$ cat src/rtl/core/blkc_pkg.sv
// ----------------------------------------------------------------------------
// blkc_pkg
// Shared constants and types of the block cache tag table.
// ----------------------------------------------------------------------------
package blkc_pkg;

    localparam int ENTRIES = 32;
    localparam int IDX_W   = (ENTRIES > 1) ? $clog2(ENTRIES) : 1;

    localparam logic [1:0] OP_ACQUIRE = 2'd0;
    localparam logic [1:0] OP_RELEASE = 2'd1;
    localparam logic [1:0] OP_PIN     = 2'd2;
    localparam logic [1:0] OP_UNPIN   = 2'd3;

    localparam logic [1:0] STS_OK     = 2'd0;
    localparam logic [1:0] STS_NOFREE = 2'd1;
    localparam logic [1:0] STS_UNDER  = 2'd2;
    localparam logic [1:0] STS_OVER   = 2'd3;

    localparam logic [31:0] STAMP_NEVER = 32'hffff_ffff;
    localparam logic [7:0]  COUNT_MAX   = 8'hff;

    // Search token that walks down the row of entry cells.
    typedef struct packed {
        logic             vld;
        logic [1:0]       op;
        logic [7:0]       dev;
        logic [31:0]      blk;
        logic [4:0]       slot;
        logic [31:0]      tick;
        logic             hit;
        logic [IDX_W-1:0] hit_idx;
        logic [7:0]       hit_cnt;
        logic             hit_vld;
        logic             cand;
        logic [31:0]      best_stamp;
        logic [IDX_W-1:0] best_idx;
        logic [7:0]       sel_cnt;
    } tok_t;

    // Write command broadcast to all cells once a search is complete.
    typedef struct packed {
        logic             en;
        logic [IDX_W-1:0] idx;
        logic             wr_tag;
        logic             wr_cnt;
        logic             wr_stamp;
        logic             set_vld;
        logic [7:0]       dev;
        logic [31:0]      blk;
        logic [7:0]       cnt;
        logic [31:0]      stamp;
    } upd_t;

    typedef struct packed {
        logic [4:0] slot;
        logic       hit;
        logic       need;
        logic [1:0] status;
        logic [7:0] cnt;
    } res_t;

endpackage

$ cat src/rtl/core/blkc_cell.sv
// ----------------------------------------------------------------------------
// blkc_cell
// One tag table entry; folds its entry into the passing search token.
// ----------------------------------------------------------------------------
module blkc_cell (
    input  logic                  clk,
    input  logic                  rst_n,
    input  logic [blkc_pkg::IDX_W-1:0] my_idx,
    input  blkc_pkg::tok_t        tok_in,
    input  blkc_pkg::upd_t        upd,
    output blkc_pkg::tok_t        tok_out
);
    import blkc_pkg::*;

    logic [7:0]  dev_reg;
    logic [31:0] blk_reg;
    logic [7:0]  cnt_reg;
    logic [31:0] stamp_reg;
    logic        ent_vld_reg;
    logic        tok_vld_reg;
    tok_t        tok_reg;
    tok_t        tok_next;
    logic        mine;

    assign mine = upd.en && (upd.idx == my_idx);

    always_comb
    begin
        tok_next = tok_in;
        // The first matching slot wins, so later cells leave a hit alone.
        if (!tok_in.hit && dev_reg == tok_in.dev && blk_reg == tok_in.blk)
        begin
            tok_next.hit     = 1'b1;
            tok_next.hit_idx = my_idx;
            tok_next.hit_cnt = cnt_reg;
            tok_next.hit_vld = ent_vld_reg;
        end
        // Strict compare keeps ties at the lowest slot and rejects all-ones.
        if (cnt_reg == 8'd0 && stamp_reg < tok_in.best_stamp)
        begin
            tok_next.cand       = 1'b1;
            tok_next.best_stamp = stamp_reg;
            tok_next.best_idx   = my_idx;
        end
        if (32'(tok_in.slot) == 32'(my_idx))
        begin
            tok_next.sel_cnt = cnt_reg;
        end
    end

    always_ff @(posedge clk or negedge rst_n)
    begin
        if (!rst_n)
        begin
            dev_reg     <= '0;
            blk_reg     <= '0;
            cnt_reg     <= '0;
            stamp_reg   <= '0;
            ent_vld_reg <= 1'b0;
            tok_vld_reg <= 1'b0;
        end
        else
        begin
            tok_vld_reg <= tok_in.vld;
            if (mine)
            begin
                if (upd.wr_tag)
                begin
                    dev_reg <= upd.dev;
                    blk_reg <= upd.blk;
                end
                if (upd.wr_cnt)
                begin
                    cnt_reg <= upd.cnt;
                end
                if (upd.wr_stamp)
                begin
                    stamp_reg <= upd.stamp;
                end
                if (upd.set_vld)
                begin
                    ent_vld_reg <= 1'b1;
                end
            end
        end
    end

    always_ff @(posedge clk)
    begin
        tok_reg <= tok_next;
    end

    always_comb
    begin
        tok_out     = tok_reg;
        tok_out.vld = tok_vld_reg;
    end

endmodule

$ cat config.mk
export PLATFORM = sky130hd
export DESIGN_NAME = blkc_cell
export DESIGN_NICKNAME = d
export VERILOG_FILES = /design/src/rtl/core/blkc_pkg.sv /design/src/rtl/core/blkc_cell.sv
export SDC_FILE = /design/constraint.sdc
export NUM_CORES = 1
export LEC_CHECK = 0
export ABC_AREA = 1
export BUFFER_PORTS_ARGS = -buffer_cell sky130_fd_sc_hd__buf_2
export CAP_MARGIN = 25
export CORE_MARGIN = 1.5
export CORE_UTILIZATION = 40
export DETAILED_ROUTE_END_ITERATION = 12
export PLACE_DENSITY = 0.79
export SYNTH_ARGS = -nofsm -noshare
export SYNTH_HDL_FRONTEND = slang
export SYNTH_SLANG_ARGS = --single-unit
export TNS_END_PERCENT = 30
$ cat constraint.sdc
create_clock -name clk -period 3.4 [get_ports clk]
set_input_delay 0.17 -clock clk [delete_from_list [all_inputs] [get_ports clk]]
set_output_delay 0.17 -clock clk [all_outputs]
set_load 0.01 [all_outputs]
# --- Word level (Yosys, flattened, before mapping) ---
# Cells that the tools add are included.
word_totals:
  ff_bits: 222
  output_inout_bits: 141
  inputBits: 238
classes:
  reduce_logical: 10
  eq_ne: 4
  mux: 3
  n_lt_le_gt_ge: 1
op_table:
  columns: ["op", "n"]
  rows:
  - ["37-bit 2-to-1 mux", 1]
  - ["32-bit equality test", 1]
  - ["32-bit < comparator", 1]
  - ["14-bit 2-to-1 mux", 1]
  - ["5-bit equality test", 2]
  - ["8-bit equality test", 1]
  - ["8-bit logical NOT", 1]
  - ["8-bit 2-to-1 mux", 1]
  - ["2-bit AND reduction", 4]
  - ["1-bit logical AND", 4]
  - ["1-bit logical NOT", 1]

# --- Longest topological paths before layout ---
logic_depth:
  depth_word: 4
  depth_mapped: 16

# --- Least setup slack after synthesis ---
# Ideal clock, no wire load.
synth_path:
  kind: "register to register"
  startpoint: "register stamp_reg[31]"
  endpoint: "register tok_reg, in the netlist tok_out[15]"
  slack_ns: 1.632
  path_buffers: 2
  required_ns: 3.287
  t_arrival_ns: 1.655
  path_stages_with_launch: 12
  cell_sequence: "dfrtp_1 ha_1 nand2_1 nor2_1 nor3b_2 inv_1 nor3_1 nand2_1 buf_2 buf_2 nand3_1 nand2_1"
synth_rtl:
  columns: ["element", "line", "text"]
  rows:
  - ["start: declaration", "blkc_cell.sv:18", "logic [31:0] stamp_reg;"]
  - ["start signal: assignment", "blkc_cell.sv:78", "stamp_reg <= upd.stamp;"]
  - ["end signal: assignment", "blkc_cell.sv:90", "tok_reg <= tok_next;"]
  - ["end: declaration", "blkc_cell.sv:21", "tok_t tok_reg;"]

==> reports/results.ini <==
[route]
post_drt_wl_per_cell_um = 17.25
viasPerCell = 4.947
totalWireLength_um = 32090
ant_nets = 0
drt_iter0_markers = 478
route.detailed.drc = 0
first_pass_iters = 7
vias = 9202

[clock_network]
htreeDepth = 1
clock-sinks = 222
path_clk_slew_ns = 0.06
cts_tree = built
post_cts_buffers = 0
clk_latency_ns = 0.51
cts_root_buffer = clkbuf_16
cts_made_buffers = 24
cts_resized = 0
cts_buffer_depth = 3

[pwr]
seq_power_share_pct = 43.1
p_leak_uw = 0.007302
power_density_nw_per_um2 = 562.9
power_frac_clock_pct = 33.5
power_uw = 7723
combPwrFrac_pct = 23.4
p_switching_uw = 2335
p_sw_share_pct = 30.24
p_int_uw = 5388
vdd_ir_drop_max_mv = 0.4530

[critical_path]
crit_path_end_kind = flip-flop
arrival_ns = 3.57
cp_slowest_stage_delay_ns = 0.73
cp_slowest_cell = nor2_4
crit_chain = ha_1 > nand2_1 > nand4_1 > nor2_1 > nand2_1 > nor2_4 > nand2_1 > buf_12 > nand2_1 > nand2_1
crit_type = flip-flop to flip-flop
cp-start-kind = flip-flop
required_ns = 3.79
path_common_cell = nand2_1
path_max_fanout = 38

[global_route]
grt_pass1_wl_um = 47690
track_usage_pct = 27.41
grt-ovfl-total = 0
grt_pass1_vias = 9427
grt_max_degree = 70
antenna_found_initial = 3

[timing]
fin_crit_sh_pct = 93.57
max_slew_margin_pct = 38.89
finalClockSkew_ns = 0.008427
whs_ns = 0.01773
tightest_slew_ns = 0.9144
setup_violations = 0
finalSetupTns_ns = 0
min_period_ns = 3.181
timing.fmax_ghz = 0.3143
finalMaxSlewViolations = 0
hold_viol_final = 0
rsz0062_at_grt = false

[floorplanning]
die_w_um = 149.5
rows = 53
dieArea_um2 = 22340
start_util_pct = 40.82
ios = 379
dieHeight_um = 149.5
design.core.area_um2 = 21020

[place]
hpwl_um = 18990
io_buffers = 378
gp_congestion = 0.8613

[flow_run]
max_cap_viol_count = 0

[final_layout]
layout.nets = 1832
largest_reg_flops = 140
synthToLayoutAreaGrowth_pct = 59.88
drive_above_1_share_pct = 27.83

[synthesis]
synth-seq-area-share_pct = 56.57
synth_largest_area_cell = dfxtp_1
synth.avg_cell_area_um2 = 8.986
syn_nets = 1224
ys_ff_latch = 222
synthTopCellsByArea = dfxtp_1 33%, dfrtp_1 24%, nand2_1 15%, nand3_1 8.0%, ha_1 4.5%
synthCells = 955
synth_top_area_share_pct = 32.66
synth_cell_type_count = 28
netlist_area_um2 = 8582
yosysWarningCount = 0

[min_path]
hold_path.class = primary input to flip-flop

[outcome]
outcome = completed

## metal layers
layer	track usage [%]	part of all wire [%]
met4	14.70	5.3
met5	0	0.041
met2	49.40	51
met3	6.037	8.8
met1	29.82	35
## metrics by stage
stage / setup WS, ns / std cells / cell area, um2 / utilization [%]
after CTS: 0.3019 / 1854 / 13670 / 65.04
final: 0.2188 / 1860 / 13720 / 65.27
after floorplan: 1.632 / 955 / 8582 / -
after global placement: 0.4207 / 1572 / 10490 / 49.90
after detailed placement: 0.3221 / 1573 / 10520 / 50.03
after global routing: 0.02171 / 1858 / 13720 / 65.25
## cells by family after synthesis
family          synth area share (%)
fa+ha+maj                      4.520
mux                           0.5248
simple gates                   25.41
xor+xnor                       2.756
flops                          56.57
buf+inv                        7.960
compound gates                 2.260
## power by group through the flow
stage                     combinational, uW  sequential, uW  clock [uW]
after floorplan                         800            3440           0
after global placement                 1470            3340           0
after detailed placement               1520            3350           0
after CTS                              1740            3300        2620
after global routing                   1990            3370        2730
final                                  1810            3330        2590
## critical path, delay by kind of cell (launching register included)
kind	cells	cell delay, ns
buffers and inverters	1	0.34
and+or+nand+nor	8	1.97
adders and majority gates	1	0.32
DFF	1	0.41
## cells in the final DEF, fill, tap and decap left out, types with 15 or more instances in the layout
master,count
dfrtp_1,82
a21oi_1,16
dfxtp_1,140
nand2_1,335
o21ai_0,15
ha_1,31
dlygate4sd3_1,238
nor2_1,17
nand3_1,138
clkbuf_16,25
buf_2,377
inv_1,73
## cell type report
| cell class | count | area, um2 |
|---|---|---|
| Fill cell | 1528 | 7301 |
| Sequential cell | 222 | 4855 |
| Timing Repair Buffer | 625 | 4397 |
| Multi-Input combinational cell | 617 | 3058 |
| Clock buffer | 34 | 699.4 |
| Tap cell | 275 | 344.1 |
| Inverter | 73 | 274.0 |
| Clock inverter | 10 | 83.83 |
| Antenna cell | 4 | 10.01 |
## synth_stat cells
cell type,instances
nand4_1,6
mux2_2,4
a21o_2,1
o21a_1,1
o21ai_0,15
clkbuf_1,1
buf_2,9
xor2_1,14
nor3b_2,2
nand3_1,138
clkbuf_8,9
nor2_2,1
o22ai_1,2
nor3_1,13
nand2_2,1
buf_1,1
dfxtp_1,140
ha_1,31
dfrtp_1,82
inv_1,73
o21ai_1,2
buf_4,7
buf_6,16
nand2_1,335
nor2_1,18
a21oi_1,16
xnor2_1,13
or2_2,4
## repair_timing
| item | CTS | global route |
|---|---|---|
| hold endpoints to repair | 290 | 2 |
| setup endpoints to repair | 0 | 0 |
| hold buffers | 237 | 1 |
## path summary, 6_finish.rpt
kind | end | cells past startpoint | start | slack (ns)
worst max-delay path | tok_out[10]$_DFF_P_ | 10 | stamp_reg[31]$_DFFE_PN0P_ | 0.22
worst min-delay path | tok_out[11]$_DFF_P_ | 3 | my_idx[3] | 0.02
worst max register to register | tok_out[10]$_DFF_P_ | 10 | stamp_reg[31]$_DFFE_PN0P_ | 0.22
worst min register to register | blk_reg[5]$_DFFE_PN0P_ | 2 | blk_reg[5]$_DFFE_PN0P_ | 0.47
max in group asynchronous | stamp_reg[16]$_DFFE_PN0P_ | 5 | rst_n | 2.05
min in group asynchronous | blk_reg[2]$_DFFE_PN0P_ | 3 | rst_n | 0.52
(Power assumes the default switching activity.)
