$ cat src/rtl/core/blkc_pkg.sv
// ----------------------------------------------------------------------------
// blkc_pkg
// Shared constants and types of the block cache tag table.
// ----------------------------------------------------------------------------
package blkc_pkg;

    localparam int ENTRIES = 32;
    localparam int IDX_W   = (ENTRIES > 1) ? $clog2(ENTRIES) : 1;

    localparam logic [1:0] OP_ACQUIRE = 2'd0;
    localparam logic [1:0] OP_RELEASE = 2'd1;
    localparam logic [1:0] OP_PIN     = 2'd2;
    localparam logic [1:0] OP_UNPIN   = 2'd3;

    localparam logic [1:0] STS_OK     = 2'd0;
    localparam logic [1:0] STS_NOFREE = 2'd1;
    localparam logic [1:0] STS_UNDER  = 2'd2;
    localparam logic [1:0] STS_OVER   = 2'd3;

    localparam logic [31:0] STAMP_NEVER = 32'hffff_ffff;
    localparam logic [7:0]  COUNT_MAX   = 8'hff;

    // Search token that walks down the row of entry cells.
    typedef struct packed {
        logic             vld;
        logic [1:0]       op;
        logic [7:0]       dev;
        logic [31:0]      blk;
        logic [4:0]       slot;
        logic [31:0]      tick;
        logic             hit;
        logic [IDX_W-1:0] hit_idx;
        logic [7:0]       hit_cnt;
        logic             hit_vld;
        logic             cand;
        logic [31:0]      best_stamp;
        logic [IDX_W-1:0] best_idx;
        logic [7:0]       sel_cnt;
    } tok_t;

    // Write command broadcast to all cells once a search is complete.
    typedef struct packed {
        logic             en;
        logic [IDX_W-1:0] idx;
        logic             wr_tag;
        logic             wr_cnt;
        logic             wr_stamp;
        logic             set_vld;
        logic [7:0]       dev;
        logic [31:0]      blk;
        logic [7:0]       cnt;
        logic [31:0]      stamp;
    } upd_t;

    typedef struct packed {
        logic [4:0] slot;
        logic       hit;
        logic       need;
        logic [1:0] status;
        logic [7:0] cnt;
    } res_t;

endpackage

$ cat src/rtl/core/blkc_if.sv
// ----------------------------------------------------------------------------
// blkc_in_if / blkc_out_if
// Valid/ready channels carrying requests and results of the tag table.
// ----------------------------------------------------------------------------
interface blkc_in_if;
    logic        valid;
    logic        ready;
    logic [1:0]  opcode;
    logic [7:0]  device_id;
    logic [31:0] block_number;
    logic [4:0]  slot_in;
    logic [31:0] now_tick;

    modport source (output valid, opcode, device_id, block_number, slot_in, now_tick,
                    input ready);
    modport sink   (input valid, opcode, device_id, block_number, slot_in, now_tick,
                    output ready);
endinterface

interface blkc_out_if;
    logic       valid;
    logic       ready;
    logic [4:0] slot_out;
    logic       hit;
    logic       need_read;
    logic [1:0] status;
    logic [7:0] ref_count_out;

    modport source (output valid, slot_out, hit, need_read, status, ref_count_out,
                    input ready);
    modport sink   (input valid, slot_out, hit, need_read, status, ref_count_out,
                    output ready);
endinterface

$ cat src/rtl/core/blkc_ctrl.sv
// ----------------------------------------------------------------------------
// blkc_ctrl
// Launches search tokens, resolves the finished search and holds results.
// ----------------------------------------------------------------------------
module blkc_ctrl (
    input  logic           clk,
    input  logic           rst_n,
    blkc_in_if.sink        in,
    blkc_out_if.source     out,
    output blkc_pkg::tok_t tok_head,
    input  blkc_pkg::tok_t tok_tail,
    output blkc_pkg::upd_t upd
);
    import blkc_pkg::*;

    typedef enum logic [1:0] {S_IDLE, S_SCAN, S_HOLD} state_t;

    state_t state_reg;
    logic   out_vld_reg;
    res_t   out_reg;
    res_t   pend_reg;
    res_t   res;
    logic   done;
    logic   out_free;
    logic   accept;
    logic [7:0] cnt;

    assign accept   = in.valid && in.ready;
    assign in.ready = (state_reg == S_IDLE);
    assign done     = (state_reg == S_SCAN) && tok_tail.vld;
    assign out_free = !out_vld_reg || out.ready;

    always_comb
    begin
        tok_head            = '0;
        tok_head.vld        = accept;
        tok_head.op         = in.opcode;
        tok_head.dev        = in.device_id;
        tok_head.blk        = in.block_number;
        tok_head.slot       = in.slot_in;
        tok_head.tick       = in.now_tick;
        tok_head.best_stamp = STAMP_NEVER;
    end

    always_comb
    begin
        res       = '0;
        upd       = '0;
        upd.dev   = tok_tail.dev;
        upd.blk   = tok_tail.blk;
        upd.stamp = tok_tail.tick;
        cnt       = (tok_tail.op == OP_ACQUIRE) ? tok_tail.hit_cnt : tok_tail.sel_cnt;
        if (tok_tail.op == OP_ACQUIRE)
        begin
            if (tok_tail.hit)
            begin
                upd.idx     = tok_tail.hit_idx;
                upd.set_vld = 1'b1;
                upd.wr_cnt  = (cnt != COUNT_MAX);
                upd.cnt     = cnt + 8'd1;
                res.slot    = 5'(tok_tail.hit_idx);
                res.hit     = 1'b1;
                res.need    = !tok_tail.hit_vld;
                res.status  = (cnt == COUNT_MAX) ? STS_OVER : STS_OK;
                res.cnt     = (cnt == COUNT_MAX) ? COUNT_MAX : cnt + 8'd1;
            end
            else if (tok_tail.cand)
            begin
                upd.idx     = tok_tail.best_idx;
                upd.set_vld = 1'b1;
                upd.wr_tag  = 1'b1;
                upd.wr_cnt  = 1'b1;
                upd.cnt     = 8'd1;
                res.slot    = 5'(tok_tail.best_idx);
                res.need    = 1'b1;
                res.status  = STS_OK;
                res.cnt     = 8'd1;
            end
            else
            begin
                res.status = STS_NOFREE;
            end
        end
        else if (32'(tok_tail.slot) >= ENTRIES)
        begin
            res.slot   = tok_tail.slot;
            res.status = STS_NOFREE;
        end
        else
        begin
            upd.idx  = IDX_W'(tok_tail.slot);
            res.slot = tok_tail.slot;
            if (tok_tail.op == OP_PIN)
            begin
                upd.wr_cnt = (cnt != COUNT_MAX);
                upd.cnt    = cnt + 8'd1;
                res.status = (cnt == COUNT_MAX) ? STS_OVER : STS_OK;
                res.cnt    = (cnt == COUNT_MAX) ? COUNT_MAX : cnt + 8'd1;
            end
            else
            begin
                upd.wr_cnt   = (cnt != 8'd0);
                upd.cnt      = cnt - 8'd1;
                upd.wr_stamp = (tok_tail.op == OP_RELEASE) && (cnt == 8'd1);
                res.status   = (cnt == 8'd0) ? STS_UNDER : STS_OK;
                res.cnt      = (cnt == 8'd0) ? 8'd0 : cnt - 8'd1;
            end
        end
        upd.en = done && (upd.wr_cnt || upd.set_vld);
    end

    always_ff @(posedge clk or negedge rst_n)
    begin
        if (!rst_n)
        begin
            state_reg   <= S_IDLE;
            out_vld_reg <= 1'b0;
            out_reg     <= '0;
            pend_reg    <= '0;
        end
        else
        begin
            if (out.ready)
            begin
                out_vld_reg <= 1'b0;
            end
            unique case (state_reg)
                S_IDLE:
                begin
                    if (accept)
                    begin
                        state_reg <= S_SCAN;
                    end
                end
                S_SCAN:
                begin
                    if (done)
                    begin
                        if (out_free)
                        begin
                            out_reg     <= res;
                            out_vld_reg <= 1'b1;
                            state_reg   <= S_IDLE;
                        end
                        else
                        begin
                            pend_reg  <= res;
                            state_reg <= S_HOLD;
                        end
                    end
                end
                S_HOLD:
                begin
                    if (out_free)
                    begin
                        out_reg     <= pend_reg;
                        out_vld_reg <= 1'b1;
                        state_reg   <= S_IDLE;
                    end
                end
                default:
                begin
                    state_reg <= S_IDLE;
                end
            endcase
        end
    end

    assign out.valid         = out_vld_reg;
    assign out.slot_out      = out_reg.slot;
    assign out.hit           = out_reg.hit;
    assign out.need_read     = out_reg.need;
    assign out.status        = out_reg.status;
    assign out.ref_count_out = out_reg.cnt;

endmodule

$ cat src/flat_wrapper.sv
// flat-port wrapper written by rule: the top's interface ports become plain ports
module blkc_ctrl_flat import blkc_pkg::*;
  (clk, rst_n, tok_head, tok_tail, upd, in_valid, in_opcode, in_device_id, in_block_number, in_slot_in, in_now_tick, in_ready, out_valid, out_slot_out, out_hit, out_need_read, out_status, out_ref_count_out, out_ready);
  blkc_in_if in_i ();
  blkc_out_if out_i ();
  input  logic clk;
  input  logic rst_n;
  output blkc_pkg::tok_t tok_head;
  input  blkc_pkg::tok_t tok_tail;
  output blkc_pkg::upd_t upd;
  input wire logic [$bits(in_i.valid)-1:0] in_valid;
  input wire logic [$bits(in_i.opcode)-1:0] in_opcode;
  input wire logic [$bits(in_i.device_id)-1:0] in_device_id;
  input wire logic [$bits(in_i.block_number)-1:0] in_block_number;
  input wire logic [$bits(in_i.slot_in)-1:0] in_slot_in;
  input wire logic [$bits(in_i.now_tick)-1:0] in_now_tick;
  output wire logic [$bits(in_i.ready)-1:0] in_ready;
  output wire logic [$bits(out_i.valid)-1:0] out_valid;
  output wire logic [$bits(out_i.slot_out)-1:0] out_slot_out;
  output wire logic [$bits(out_i.hit)-1:0] out_hit;
  output wire logic [$bits(out_i.need_read)-1:0] out_need_read;
  output wire logic [$bits(out_i.status)-1:0] out_status;
  output wire logic [$bits(out_i.ref_count_out)-1:0] out_ref_count_out;
  input wire logic [$bits(out_i.ready)-1:0] out_ready;
  assign in_i.valid = in_valid;
  assign in_i.opcode = in_opcode;
  assign in_i.device_id = in_device_id;
  assign in_i.block_number = in_block_number;
  assign in_i.slot_in = in_slot_in;
  assign in_i.now_tick = in_now_tick;
  assign in_ready = in_i.ready;
  assign out_valid = out_i.valid;
  assign out_slot_out = out_i.slot_out;
  assign out_hit = out_i.hit;
  assign out_need_read = out_i.need_read;
  assign out_status = out_i.status;
  assign out_ref_count_out = out_i.ref_count_out;
  assign out_i.ready = out_ready;
  blkc_ctrl u_core (.clk(clk), .rst_n(rst_n), .in(in_i), .out(out_i), .tok_head(tok_head), .tok_tail(tok_tail), .upd(upd));
endmodule
$ cat config.mk
export PLATFORM = sky130hd
export DESIGN_NAME = blkc_ctrl_flat
export DESIGN_NICKNAME = d
export VERILOG_FILES = /design/src/rtl/core/blkc_pkg.sv /design/src/rtl/core/blkc_if.sv /design/src/rtl/core/blkc_ctrl.sv /design/src/flat_wrapper.sv
export SDC_FILE = /design/constraint.sdc
export NUM_CORES = 1
export LEC_CHECK = 0
export ABC_AREA = 1
export ABC_CLOCK_PERIOD_IN_PS = 2300
export BUFFER_PORTS_ARGS = -buffer_cell sky130_fd_sc_hd__buf_2
export CAP_MARGIN = 10
export CORE_AREA = 2 2 185 187
export CTS_CLUSTER_SIZE = 12
export DETAILED_ROUTE_END_ITERATION = 6
export DIE_AREA = 0 0 187 189
export GPL_TIMING_DRIVEN = 0
export PLACE_DENSITY = 0.34
export RECOVER_POWER = 25
export SETUP_SLACK_MARGIN = 0.5
export SYNTH_ARGS = -nofsm -noshare
export SYNTH_HDL_FRONTEND = slang
export SYNTH_SLANG_ARGS = --single-unit
$ cat constraint.sdc
create_clock -name clk -period 2.3 [get_ports clk]
set_clock_uncertainty 0.05 [all_clocks]
set_input_delay 0.23 -clock clk [delete_from_list [all_inputs] [get_ports clk]]
set_output_delay 0.23 -clock clk [all_outputs]
set_load 0.005 [all_outputs]
Yosys cells after proc, flatten, opt, wreduce, memory -nomap -nowiden:

Index checks and enable logic that the tools add are counted.

* flip-flop bits (word level): 37

* add/subtract/negate cells: 2
* equality and inequality tests: 11
* multiplexer cells: 44
* bitwise gates (word level): 1
* reduce and logical (&&, ||, !) cells: 16

Operator list (number)
* two-way mux 17 bit: 3
* two-way mux 8 bit: 6
* case mux 17 bit (2 select lines): 1
* two-way mux 5 bit: 5
* two-way mux 10 bit: 2
* two-way mux 1 bit: 16
* two-way mux 2 bit: 7
* two-way mux 11 bit: 1
* adder 8 x 1 -> 8 bit (second input constant): 1
* == test 8 x 1 -> 1 bit (second input constant): 1
* == test 8 bit (second input constant): 1
* logical NOT 8 bit: 1
* != test 8 bit (second input constant): 1
* nonzero test 8 bit: 1
* subtractor 8 x 1 -> 8 bit (second input constant): 1
* two-way mux 7 bit: 1
* != test 2 x 1 -> 1 bit (second input constant): 3
* case mux 2 bit (3 select lines): 1
* AND reduction 3 bit: 2
* == test 2 x 1 -> 1 bit (second input constant): 2
* == test 2 bit (second input constant): 2
* logical AND 1 bit: 4
* logical NOT 2 bit: 2
* AND reduction 4 bit: 1
* 6 further kinds: 8

Depth between registers and ports, before layout:

Gate-level depths: netlist (run 1).

* depth after elaboration: 9
* gate-level depth with buffers: 18
* depth with buffers taken out: 17

Least setup slack after synthesis (run 1):

OpenSTA, ideal clock, no wires.

* path kind: in2out
* start: input tok_tail[139] (netlist bit)
* end: output upd[89] (netlist bit)
* arrival: 1625 ps
* required time: 2020 ps
* path slack: 395 ps
* stages on the path: 11
* cell sequence: nor2_4 -> buf_6 -> nand2_2 -> o21ai_2 -> ha_1 -> nand3_2 -> inv_1 -> nand3_1 -> nand3_1 -> inv_2 -> o21a_1

RTL lines
* start, declared: RTL line flat_wrapper.sv:9 `input blkc_pkg::tok_t tok_tail;`
* end, declared: RTL line flat_wrapper.sv:10 `output blkc_pkg::upd_t upd;`

==> metrics.md, run 1 <==
| Metric | Value |
|---|---|
| Share of layout cells above drive strength 1 | just over 60% |
| Setup violators final | 0 |
| Max rail drop VDD | approximately 290 µV |
| Netlist cell types | 32 |
| CP dominant cell by count | nand3_4 |
| Delay-heaviest family, CP | simple AND/OR/NAND/NOR gates |
| Routed WL | around 16,000 µm |
| Power Density | 527 mW/mm² |
| Layout Nets | roughly 1,200 |
| Clk_lat worst skew | about 0.28 ns |
| I/O pin count | between 400 and 500 |
| CP max stage delay | between 0.15 and 0.2 ns |
| Clock network power share | between 15 and 20% |
| Residual DRC count | 0 |
| Final hold vios | 0 |
| Crit Path Class | in -> out |
| DR pass1 iterations | 4 |
| Worst min-delay path class | in -> async |
| Sum of negative setup slack | 0 ns |
| Worst setup SP type | input port |
| Hold WS | ~0.031 ns |
| Relative slew slack | between 30% and 40% |
| Leakage Power | just over 0.004 µW |
| Area after DPL | between 0.006 and 0.007 mm² |
| Initial core utilization | between 10% and 20% |
| Max-Cap Viols | 0 |
| Multi-input logic area | 0.00214 mm² |
| Clock buffer count from CTS | 5 |
| Vias after detailed routing | about 4,700 |
| Worst Max-Slew Pin Slew | 0.915 ns |
| Initial antenna violation count | 0 |
| Die ar. | approximately 0.035 mm² |
| CTS tree | done |
| Power, Total | 3810 µW |
| Fin util | 21.7% |
| Synth-to-Final Area Change | 66.1% |
| First-pass GRT wire length | roughly 24,000 µm |
| Sw frac | just under 40% |
| Post-synthesis sequential area ratio | roughly a fifth |
| I/O Buffers | 229 |
| Tmin final | 2.04 ns |
| DR WL/cell | 11.5 µm |
| Critical path cell sequence | buf_12, nor2_4, buf_8, nand2_4, o21ai_4, ha_4, nand3_4, inv_4, nand3_4, nand3_4, inv_2, o21a_1, buf_2 |
| Hold buffer count at cts | 0 |
| Synth warn | 0 |
| DPL Wire Length | about 14,000 µm |
| Area occupied by registers | ~930 µm² |
| Reg clk slew, reported paths | ~0.060 ns |
| Fillers | 3,818 |
| Die Span X | about 190 µm |
| Root buffer cell | clkbuf_16 |
| Peak Freq | 490 MHz |
| Critical path buffers and inverters | 5 |
| RSZ-0062 raised after global routing | true |
| Post-Syn Area | approximately 0.0044 mm² |
| NetSw | approximately 1500 µW |
| Clk sink count | 37 |
| DRT antenna net count | 0 |
| Yosys reg bits | 37 |
| Largest register FFs | 17 |
| Cells after Synth | approximately 640 |
| Htree depth | 2 |
| GP Congestion | 0.754 |
| Comb power frac | ~54% |
| Internal power | 2300 µW |
| Avg Inst Size Synth | ~7 µm² |
| CP max-delay cell | nor2_4 |
| Ant. Diodes | 0 |
| GRT Resource Usage Total | around 8.5% |
| CORE AREA | 0.0333 mm² |
| DRT iter0 DRCs | 180 |
| CP required | 2.02 ns |
| Reg power frac | between 20% and 30% |
| Max Buffers Root-to-Sink | 2 |
| Status | complete, no violations |
| Die H | ~190 µm |
| Vias in the first global route | 4,171 |
| Crit-path max FO | 8 |
| Critical Path AT | about 1.8 ns |
| Critical Path Sink Type | primary output |
| Vias per cell | approximately 3.3 |
| Pin count of the biggest net entering global routing | 38 |
| Fin. max-slew vios | 0 |
| Final Instance Area | 0.00723 mm² |
| Overflow after GRT | 0 |
| Row Count | 67 |
| Final Cycle Share | just under 90% |
-- per-stage QoR --
step / setup slack (ns) / cells
floorplan: 0.464 / 697
global placement: -0.185 / 1374
global route: 0.149 / 1425
CTS: 0.242 / 1405
finish: 0.261 / 1425
detailed placement: -0.163 / 1374
-- cell type report --
class / instances / share of cell area, %
plain buffers: 231 / 24.1
clock inverters: 3 / 0.242
clock buffers: 5 / 1.73
inverters: 48 / 2.68
repair buffers: 271 / 21.0
flip-flops and latches: 37 / 12.8
multi-input cells: 382 / 29.6
well taps: 448 / 7.75
-- power groups by stage --
stage	Clock, µW	Sequential [µW]	Combinational [µW]
final	681	1070	2060
after global routing	735	1100	2340
after CTS	701	1080	1970
after detailed placement	0	1090	1840
after global placement	0	1080	1850
after floorplan	0	1070	1120
-- routing by layer --
metal	global-route usage [%]	share of wire [%]
met4	1.10	0.45
met1	11.2	43
met5	0	0
met3	1.52	6.6
met2	14.8	50
-- cell usage in the layout (no fill, tap or decap), drive strengths merged --
master,netlist,routed
a21oi,24,24
a221oi,1,1
a31oi,5,5
and2,1,1
buf,223,433
clkbuf,8,74
clkinv,1,2
clkinvlp,0,2
conb,2,61
dfrtp,37,37
ha,5,5
inv,47,47
nand2,164,165
nand3,31,31
nand4,1,1
nor2,48,48
nor4,1,1
o211ai,1,1
o21a,1,1
o21ai,34,34
xor2,3,3
-- path summary, 6_finish.rpt --
check	end	cells past startpoint	slack (ns)	start
hold reg to reg	u_core.out.ref_count_out[0]	2	0.42	u_core.out.ref_count_out[0]
min in group clk	u_core.out.valid	4	0.19	out_ready
max in group asynchronous	u_core.out.ref_count_out[6]	1	1.59	rst_n
setup reg to reg	u_core.out.slot_out[0]	10	0.63	u_core.state_reg[1]
setup / recovery	upd[89]	13	0.26	tok_tail[138]
hold / removal	u_core.out.valid	1	0.03	rst_n
-- logic make-up after synthesis --
family / share of synthesized area (%)
buffers and inverters: 43.3
AND/OR/NAND/NOR: 24.6
AO/OA/AOI/OAI: 8.62
flip-flops: 21.3
adder cells (fa/ha/maj): 1.44
XOR/XNOR: 0.604
other: 0.173
-- Yosys cell counts, drive strengths merged --
cell type	number	area share (%)
nand3	31	4.1
a221oi	1	0.20
inv	47	4.1
buf	223	38
o211ai	1	0.17
a21oi	24	2.8
nor4	1	0.14
nand2	164	15
clkinv	1	0.086
a31oi	5	0.72
o21a	1	0.17
nand4	1	0.14
dfrtp	37	21
and2	1	0.14
xor2	3	0.60
ha	5	1.4
nor2	48	5.0
o21ai	34	4.6
conb	2	0.17
clkbuf	8	0.69
-- repair_timing --
item	in CTS	in global routing
pin swaps	17	19
cloned	1	1
buffers inserted	22	19
setup endpoints to repair	49	51
resized for setup	62	63
Power figures use the tool's default switching activity.
==> run 2: changes to the inputs <==
--- a/config.mk
+++ b/config.mk
@@ -6,14 +6,13 @@
 export NUM_CORES = 1
 export LEC_CHECK = 0
 export ABC_AREA = 1
-export ABC_CLOCK_PERIOD_IN_PS = 2300
+export ABC_CLOCK_PERIOD_IN_PS = 1930
 export BUFFER_PORTS_ARGS = -buffer_cell sky130_fd_sc_hd__buf_2
 export CAP_MARGIN = 10
 export CORE_AREA = 2 2 185 187
 export CTS_CLUSTER_SIZE = 12
 export DETAILED_ROUTE_END_ITERATION = 6
 export DIE_AREA = 0 0 187 189
-export GPL_TIMING_DRIVEN = 0
 export PLACE_DENSITY = 0.34
 export RECOVER_POWER = 25
 export SETUP_SLACK_MARGIN = 0.5
==> constraint.sdc (replaced) <==
create_clock -name clk -period 1.93 [get_ports clk]
set_clock_uncertainty 0.05 [all_clocks]
set_input_delay 0.193 -clock clk [delete_from_list [all_inputs] [get_ports clk]]
set_output_delay 0.193 -clock clk [all_outputs]
set_load 0.005 [all_outputs]
==> metrics.md, run 2 (synthesized netlist as in run 1, its figures left out) <==
| Metric | Value |
|---|---|
| Htree depth | 2 (unchanged) |
| Clk_lat worst skew | 0.29 ns (about the same) |
| Routed length on met3 | 873 µm (-20%) |
| DRT iter0 DRCs | 142 (-21%) |
| Final Instance Area | 0.00604 mm² (-16%) |
| Setup violators final | 5 (+5) |
| Commonest non-fill, non-tap cell in the layout | nand2_1 |
| DPL Wire Length | 11,300 µm (-18%) |
| CP max-delay cell | o211ai_1 |
| Delay-heaviest family, CP | buffers and inverters |
| Vias per cell | 3.26 (-0.40%) |
| Vias in the first global route | 3,611 (-13%) |
| Worst setup SP type | input port |
| Die Span X | 187 µm (unchanged) |
| CP max stage delay | 0.28 ns (+0.10 ns) |
| CTS tree | done |
| Pin count of the biggest net entering global routing | 20 (-47%) |
| Status | complete, but fails checks |
| Peak Freq | ~490 MHz |
| Share of layout cells above drive strength 1 | 57.2% (-4.6 points) |
| Fin util | 18.2% (-3.6 points) |
| Routed WL | 14,400 µm (-12%) |
| I/O pin count | 474 (unchanged) |
| DRT antenna net count | 0 (unchanged) |
| CP dominant cell by count | nand2_2 |
| Final hold vios | 0 (unchanged) |
| Metal1 wirelength | 6350 µm (-10%) |
| Crit-path max FO | 6 (-2) |
| Root buffer cell | clkbuf_16 |
| Overflow after GRT | 0 (unchanged) |
| RSZ-0062 raised after global routing | true |
| Critical path buffers and inverters | 6 (+1) |
| Final Cycle Share | 105% |
| Initial core utilization | 13.1% (unchanged) |
| DR pass1 iterations | 4 (unchanged) |
| Worst min-delay path class | in -> reg |
| Failing checks | negative setup slack |
| Power Density | 861 mW/mm² (+63%) |
| Critical path cell sequence | buf_8, nor2_4, buf_6, buf_16, o21ai_4, ha_4, inv_2, nor2_4, nand2_2, nand2_2, nand2_2, o211ai_1, buf_4, buf_6 |
| Die H | 189 µm (unchanged) |
| Power, Total | 5210 µW (+37%) |
| Critical Path Sink Type | primary output |
| Row Count | 67 (unchanged) |
| GP Congestion | 0.718 (-4.8%) |
| Reg clk slew, reported paths | 0.06 ns (about the same) |
| Synth-to-Final Area Change | 38.8% |
| Crit Path Class | in -> out |
| Max Buffers Root-to-Sink | 2 (unchanged) |
| Vias after detailed routing | 3,647 (-22%) |
| Tmin final | 2.03 ns |
| Cells after DPL | 1,052 (-23%) |
| DR WL/cell | 12.9 µm (+12%) |
| Ant. Diodes | 0 (unchanged) |
| Clock buffer count from CTS | 5 (unchanged) |
| DR top layer | met4 |
| CORE AREA | 0.0333 mm² (unchanged) |
| Post-route setup slack | -0.0972 ns (-0.358 ns) |
| GRT Resource Usage Total | 7.83% (-0.68 points) |
| Fin. max-slew vios | 0 (unchanged) |
| Initial antenna violation count | 0 (unchanged) |
| Largest register FFs | 17 (unchanged) |
| Leakage Power | 0.00293 µW (-28%) |
| First-pass GRT wire length | 21,500 µm (-9.5%) |
| CP required | 1.69 ns (-0.33 ns) |
| Area after DPL | 0.00437 mm² (-31%) |
| Die ar. | 0.0353 mm² (unchanged) |
| Residual DRC count | 0 (unchanged) |
| I/O Buffers | 78 (-66%) |
| Post-Layout Cell Count | 1,119 (-21%) |
| Clk sink count | 37 (unchanged) |
| Critical Path AT | 1.78 ns (+0.02 ns) |
| Commonest non-fill, non-tap cells in the layout | 96 x nand2_1, 70 x buf_4, 69 x buf_2, 61 x conb_1, 50 x nand2_2 |
| WL met2 | 6650 µm (-18%) |
| Max-Cap Viols | 0 (unchanged) |
| Layout Nets | 899 (-25%) |
| Pre-CTS WS | -0.266 ns (-0.103 ns) |
| Max rail drop VDD | 403 µV (+38%) |
run 2: cell types whose count changed in the layout (fill, tap and decap cells not counted), moves of 9 or more:
cell	change
buf_6	+30
nor2_4	+9
nand2_1	-35
inv_1	-10
buf_2	-160
clkbuf_4	-66
a21oi_1	-16
nor2_1	-12
buf_4	-120
nand2_2	+24
a21oi_2	+12
nand2_4	+9
o21ai_0	-9
run 2: final timing paths:
| check | from | to | slack, ns | cells past startpoint |
|---|---|---|---|---|
| worst max-delay path | tok_tail[138] | upd[36] | -0.1 | 14 |
| worst max register to register | u_core.state_reg[1] | u_core.out.ref_count_out[3] | 0.29 | 10 |
| worst min register to register | u_core.pend_reg[3] | u_core.pend_reg[3] | 0.42 | 2 |
| max in group asynchronous | rst_n | u_core.pend_reg[14] | 1.06 | 3 |
| min in group asynchronous | rst_n | u_core.out.valid | 0.29 | 2 |
| worst min-delay path | tok_tail[46] | u_core.pend_reg[10] | 0.18 | 4 |
run 2: metrics by stage:
stage | hold WS, ns | TNS (ns)
global placement | 0.0746 | -1.71
global route | 0.205 | -1.48
CTS | 0.175 | -0.315
floorplan | -0.153 | 0
detailed placement | 0.0616 | -1.97
finish | 0.178 | -0.324
run 2: cell type report:
cell class,instances,area (µm²)
repair inverters,2,21.3
repair buffers,195,1620
multi-input cells,381,2540
fillers,3820,27200
clock buffers,5,125
clock inverters,3,22.5
inverters,48,223
well taps,448,561
flip-flops and latches,37,927
run 2: worst reg2reg max path, stage by stage, from the launching register on:
cell and delay (ns):
dfrtp_1 0.42, inv_2 0.10, ha_4 0.17, inv_2 0.04, o21ai_2 0.11, inv_2 0.07, nand3_4 0.15, buf_12 0.17
clkinv_8 0.08, nor2_1 0.12, a21oi_2 0.04
run 2: repair_timing:
| action | in CTS | in global routing |
|---|---|---|
| endpoints found under the hold margin | 10 | 0 |
| pin swaps | 44 | 49 |
| setup endpoints to repair | 53 | 56 |
| hold buffers | 1 | 0 |
| setup buffers | 32 | 22 |
| cloned | 2 | 2 |
| resized for setup | 153 | 121 |
run 2: report_power, final:
group	internal [µW]	switching, µW
Combinational	1430	1580
Sequential	1110	255
Clock	479	359
run 2: layer usage:
| metal | vias up | global-route usage [%] |
|---|---|---|
| met1 | 1651 | 10.2 |
| met4 | 0 | 3.57 |
| li1 | 1765 | - |
| met3 | 54 | 1.89 |
| met5 | - | 0 |
| met2 | 177 | 12.2 |
==> run 3: changes to the inputs <==
--- a/config.mk
+++ b/config.mk
@@ -5,14 +5,13 @@
 export SDC_FILE = /design/constraint.sdc
 export NUM_CORES = 1
 export LEC_CHECK = 0
-export ABC_AREA = 1
 export ABC_CLOCK_PERIOD_IN_PS = 1930
 export BUFFER_PORTS_ARGS = -buffer_cell sky130_fd_sc_hd__buf_2
 export CAP_MARGIN = 10
-export CORE_AREA = 2 2 185 187
+export CORE_AREA = 2 2 183 185
 export CTS_CLUSTER_SIZE = 12
 export DETAILED_ROUTE_END_ITERATION = 6
-export DIE_AREA = 0 0 187 189
+export DIE_AREA = 0 0 185 187
 export PLACE_DENSITY = 0.34
 export RECOVER_POWER = 25
 export SETUP_SLACK_MARGIN = 0.5
==> metrics.md, run 3 <==
| Metric | Value |
|---|---|
| Commonest non-fill, non-tap cells in the layout | 76 x buf_4, 72 x buf_2, 61 x conb_1, 37 x nand2_1, 36 x dfrtp_1 |
| Fin util | 17.3% (-0.83 points) |
| Sw frac | 36.8% (-5.3 points) |
| Post-route setup slack | -0.341 ns (-0.244 ns) |
| I/O pin count | 474 (unchanged) |
| Pin count of the biggest net entering global routing | 38 (+90%) |
| GRT Resource Usage Total | 8.49% (+0.66 points) |
| Cells after Synth | 533 (-16%) |
| Peak Freq | 440 MHz (-11%) |
| Worst Max-Slew Pin Slew | ~0.54 ns |
| Ys async rst share | 100% (unchanged) |
| Commonest non-fill, non-tap cell in the layout | buf_4 |
| Tmin final | 2.27 ns (+0.244 ns) |
| Synth warn | 0 (unchanged) |
| CP max-delay cell | mux2_4 |
| Multiplexer share of the synthesized area | 3.63% (+3.6 points) |
| Post-Synth Simple-Gate Area | 12.6% (-12 points) |
| Area leader, netlist | buf_4 |
| Leakage Power | 0.00256 µW (-13%) |
| I/O Buffers | 78 (unchanged) |
| Crit. path cell count | 11 (-3) |
| Vias per cell | 3.21 (-1.4%) |
| CP max stage delay | 0.36 ns (+0.08 ns) |
| Cell with the most instances after synthesis | buf_4 |
| GP Congestion | 0.712 (-0.82%) |
| Internal power | 3120 µW (+3.6%) |
| Setup violators final | 25 (+20) |
| Status | complete, but fails checks |
| Crit-path max FO | 4 (-2) |
| Worst min-delay path class | in -> reg |
| CP required | 1.69 ns (about the same) |
| Synth-to-Final Area Change | 37.5% |
| Fin. max-slew vios | 0 (unchanged) |
| Htree depth | 2 (unchanged) |
| Max rail drop VDD | 347 µV (-14%) |
| Top cell type's share of synthesized area | 39.7% (+2.1 points) |
| Critical Path AT | 2.03 ns (+0.25 ns) |
| Avg Inst Size Synth | 7.77 µm² (+14%) |
| Post-Layout Cell Count | 1,009 (-9.8%) |
| DR top layer | met5 |
| Post-synth EDFFs | 0 (unchanged) |
| CORE AREA | 0.0329 mm² (-1.3%) |
| Post-synthesis sequential area ratio | 22.4% (+1.1 points) |
| Post-synthesis adder-cell area fraction | 1.51% (+0.074 points) |
| NetSw | 1820 µW (-17%) |
| Layout Nets | 788 (-12%) |
| Post-Syn Area | 0.00414 mm² (-4.9%) |
| Cells after DPL | 946 (-10%) |
| Worst r2r path cells | 7 (-3) |
| Critical path buffers and inverters | 3 (-3) |
| Vias after detailed routing | 3,243 (-11%) |
| Row Count | 67 (unchanged) |
| Final Instance Area | 0.00569 mm² (-5.8%) |
| Critical path cell sequence | buf_8, nor2_4, mux2_4, inv_2, ha_4, o211a_1, nand4b_1, o21ai_2, o21bai_2, and3_4, buf_6 |
| Routed length on met3 | 1780 µm (+100%) |
| Initial antenna violation count | 2 (+2) |
| Largest family of logic cells by synthesized area | buffers and inverters |
| Metal1 wirelength | 5720 µm (-9.9%) |
| Root buffer cell | clkbuf_16 |
| Pre-CTS WS | -0.472 ns (-0.206 ns) |
| Post-synthesis compound-gate area fraction | 14.1% (+5.5 points) |
| Initial core utilization | 12.6% (-0.48 points) |
| Die ar. | 0.0346 mm² (-2.1%) |
| Clk_lat worst skew | 0.29 ns (about the same) |
| Largest register FFs | 17 (unchanged) |
| Top_reg_cell synth | dfrtp_1 |
| Vias in the first global route | 3,174 (-12%) |
| Final hold vios | 0 (unchanged) |
| Delay-heaviest family, CP | compound AO/OA/AOI/OAI gates |
| Routed WL | 16,000 µm (+11%) |
| Reg power frac | 25.9% (-0.3 points) |
| Max-Cap Viols | 0 (unchanged) |
| Worst setup SP type | input port |
| Die Span X | 185 µm (-1.1%) |
| Crit Path Class | in -> out |
| Netlist cell types | 52 (+63%) |
| DRT antenna net count | 0 (unchanged) |
| Max Buffers Root-to-Sink | 2 (unchanged) |
| Power, Total | 4940 µW (-5.1%) |
| Failing checks | negative setup slack |
| Most frequent cells after synthesis | 219 x buf_4, 54 x nand2_1, 37 x dfrtp_1, 31 x nor2_1, 30 x o21ai_0 |
| Fillers | 3,758 (-1.6%) |
| Residual DRC count | 0 (unchanged) |
| DR WL/cell | 15.8 µm (+23%) |
| Share of layout cells above drive strength 1 | 56.6% (-0.62 points) |
| WL met2 | 7840 µm (+18%) |
| DPL Wire Length | 12,600 µm (+11%) |
| Hold Path Depth | 3 (-1) |
| Clock buffer count from CTS | 5 (unchanged) |
| XOR/XNOR Fraction of Synth Area | 2.54% (+1.9 points) |
| Power Density | 868 mW/mm² (+0.75%) |
| Die H | 187 µm (-1.1%) |
| Final Cycle Share | 118% (+13 points) |
| Overflow after GRT | 0 (unchanged) |
| Critical Path Sink Type | primary output |
| DRT iter0 DRCs | 79 (-44%) |
| Area after DPL | 0.00413 mm² (-5.4%) |
| DR pass1 iterations | 4 (unchanged) |
| Clock network power share | 22.3% (+6.2 points) |
| RSZ-0062 raised after global routing | true |
| Yosys reg bits | 37 (unchanged) |
| First-pass GRT wire length | 21,600 µm (+0.22%) |
| Reg clk slew, reported paths | 0.06 ns (about the same) |
| Clk sink count | 37 (unchanged) |
| Relative slew slack | 64.3% |
| CTS tree | done |
| Comb power frac | 51.8% (-5.9 points) |
| Top post-synthesis cells by area | buf_4 40%, dfrtp_1 22%, nand2_1 4.9% |
## run 3: cell count changes in the layout (fill, tap and decap cells not counted), sizes merged, moves of 5 or more
cell      delta
a22oi        +7
clkinvlp     -6
inv         -29
mux2         +5
mux2i        +9
nand2      -110
nand3       -29
nor2        -16
o21ai        +6
xnor2        +5
## run 3: layout make-up
cell class	instances	area, µm²	area share (%)
Antenna cell	1	2.50	0.0440
Clock buffer	5	125	2.20
Clock inverter	3	68.8	1.21
Inverter	16	70.1	1.23
Multi-Input combinational cell	304	2370	41.6
Sequential cell	37	927	16.3
Tap cell	448	561	9.85
Timing Repair Buffer	195	1570	27.6
## run 3: worst paths after layout
check | end | start | slack, ns
max | upd[89] | tok_tail[139] | -0.34
min | u_core.pend_reg[14] | tok_tail[95] | 0.17
max reg2reg | u_core.out.ref_count_out[3] | u_core.state_reg[0] | 0.27
min reg2reg | u_core.out.status[0] | u_core.out.status[0] | 0.43
max in group asynchronous | u_core.out.hit | rst_n | 0.98
min in group asynchronous | u_core.state_reg[0] | rst_n | 0.46
## run 3: tightest hold or removal path, stage by stage
cell and delay [ns]:
buf_2 0.10, a21oi_4 0.07, o21ai_2 0.11
## run 3: per-stage QoR
stage	TNS, ns	hold slack (ns)
detailed placement	-7.81	0.254
global placement	-7.35	0.261
floorplan	-1.56	-0.153
finish	-3.32	0.173
CTS	-2.77	0.177
global route	-5.35	0.177
## run 3: timing repair
| item | in CTS | in global routing |
|---|---|---|
| buffers inserted | 27 | 21 |
| endpoints found under the hold margin | 37 | 0 |
| cloned | 0 | 5 |
| endpoints found under the setup margin | 49 | 55 |
| hold buffers | 1 | 0 |
| gates resized for setup | 108 | 95 |
| pin swaps | 30 | 42 |
## run 3: cells by family (layout without fill, tap and decap cells)
logic type | count (synthesis) | after routing
buffers and inverters | 251 | 219
XOR/XNOR | 12 | 12
flip-flops | 37 | 37
other | 2 | 62
AO/OA/AOI/OAI | 98 | 98
adder cells (fa/ha/maj) | 5 | 5
multiplexers | 14 | 14
AND/OR/NAND/NOR | 114 | 114
## run 3: power by group through the flow
| stage | sequential, µW | clock, µW | combinational [µW] |
|---|---|---|---|
| final | 1280 | 1100 | 2560 |
| after CTS | 1240 | 1130 | 1930 |
| after global routing | 1320 | 1160 | 2820 |
| after global placement | 1240 | 0 | 1660 |
| after detailed placement | 1250 | 0 | 1660 |
| after floorplan | 1240 | 0 | 1310 |
## run 3: layer usage
layer,track usage [%],up-vias
met5,0,-
met2,13.8,155
met3,4.48,74
met4,4.00,2
li1,-,1521
met1,8.99,1491
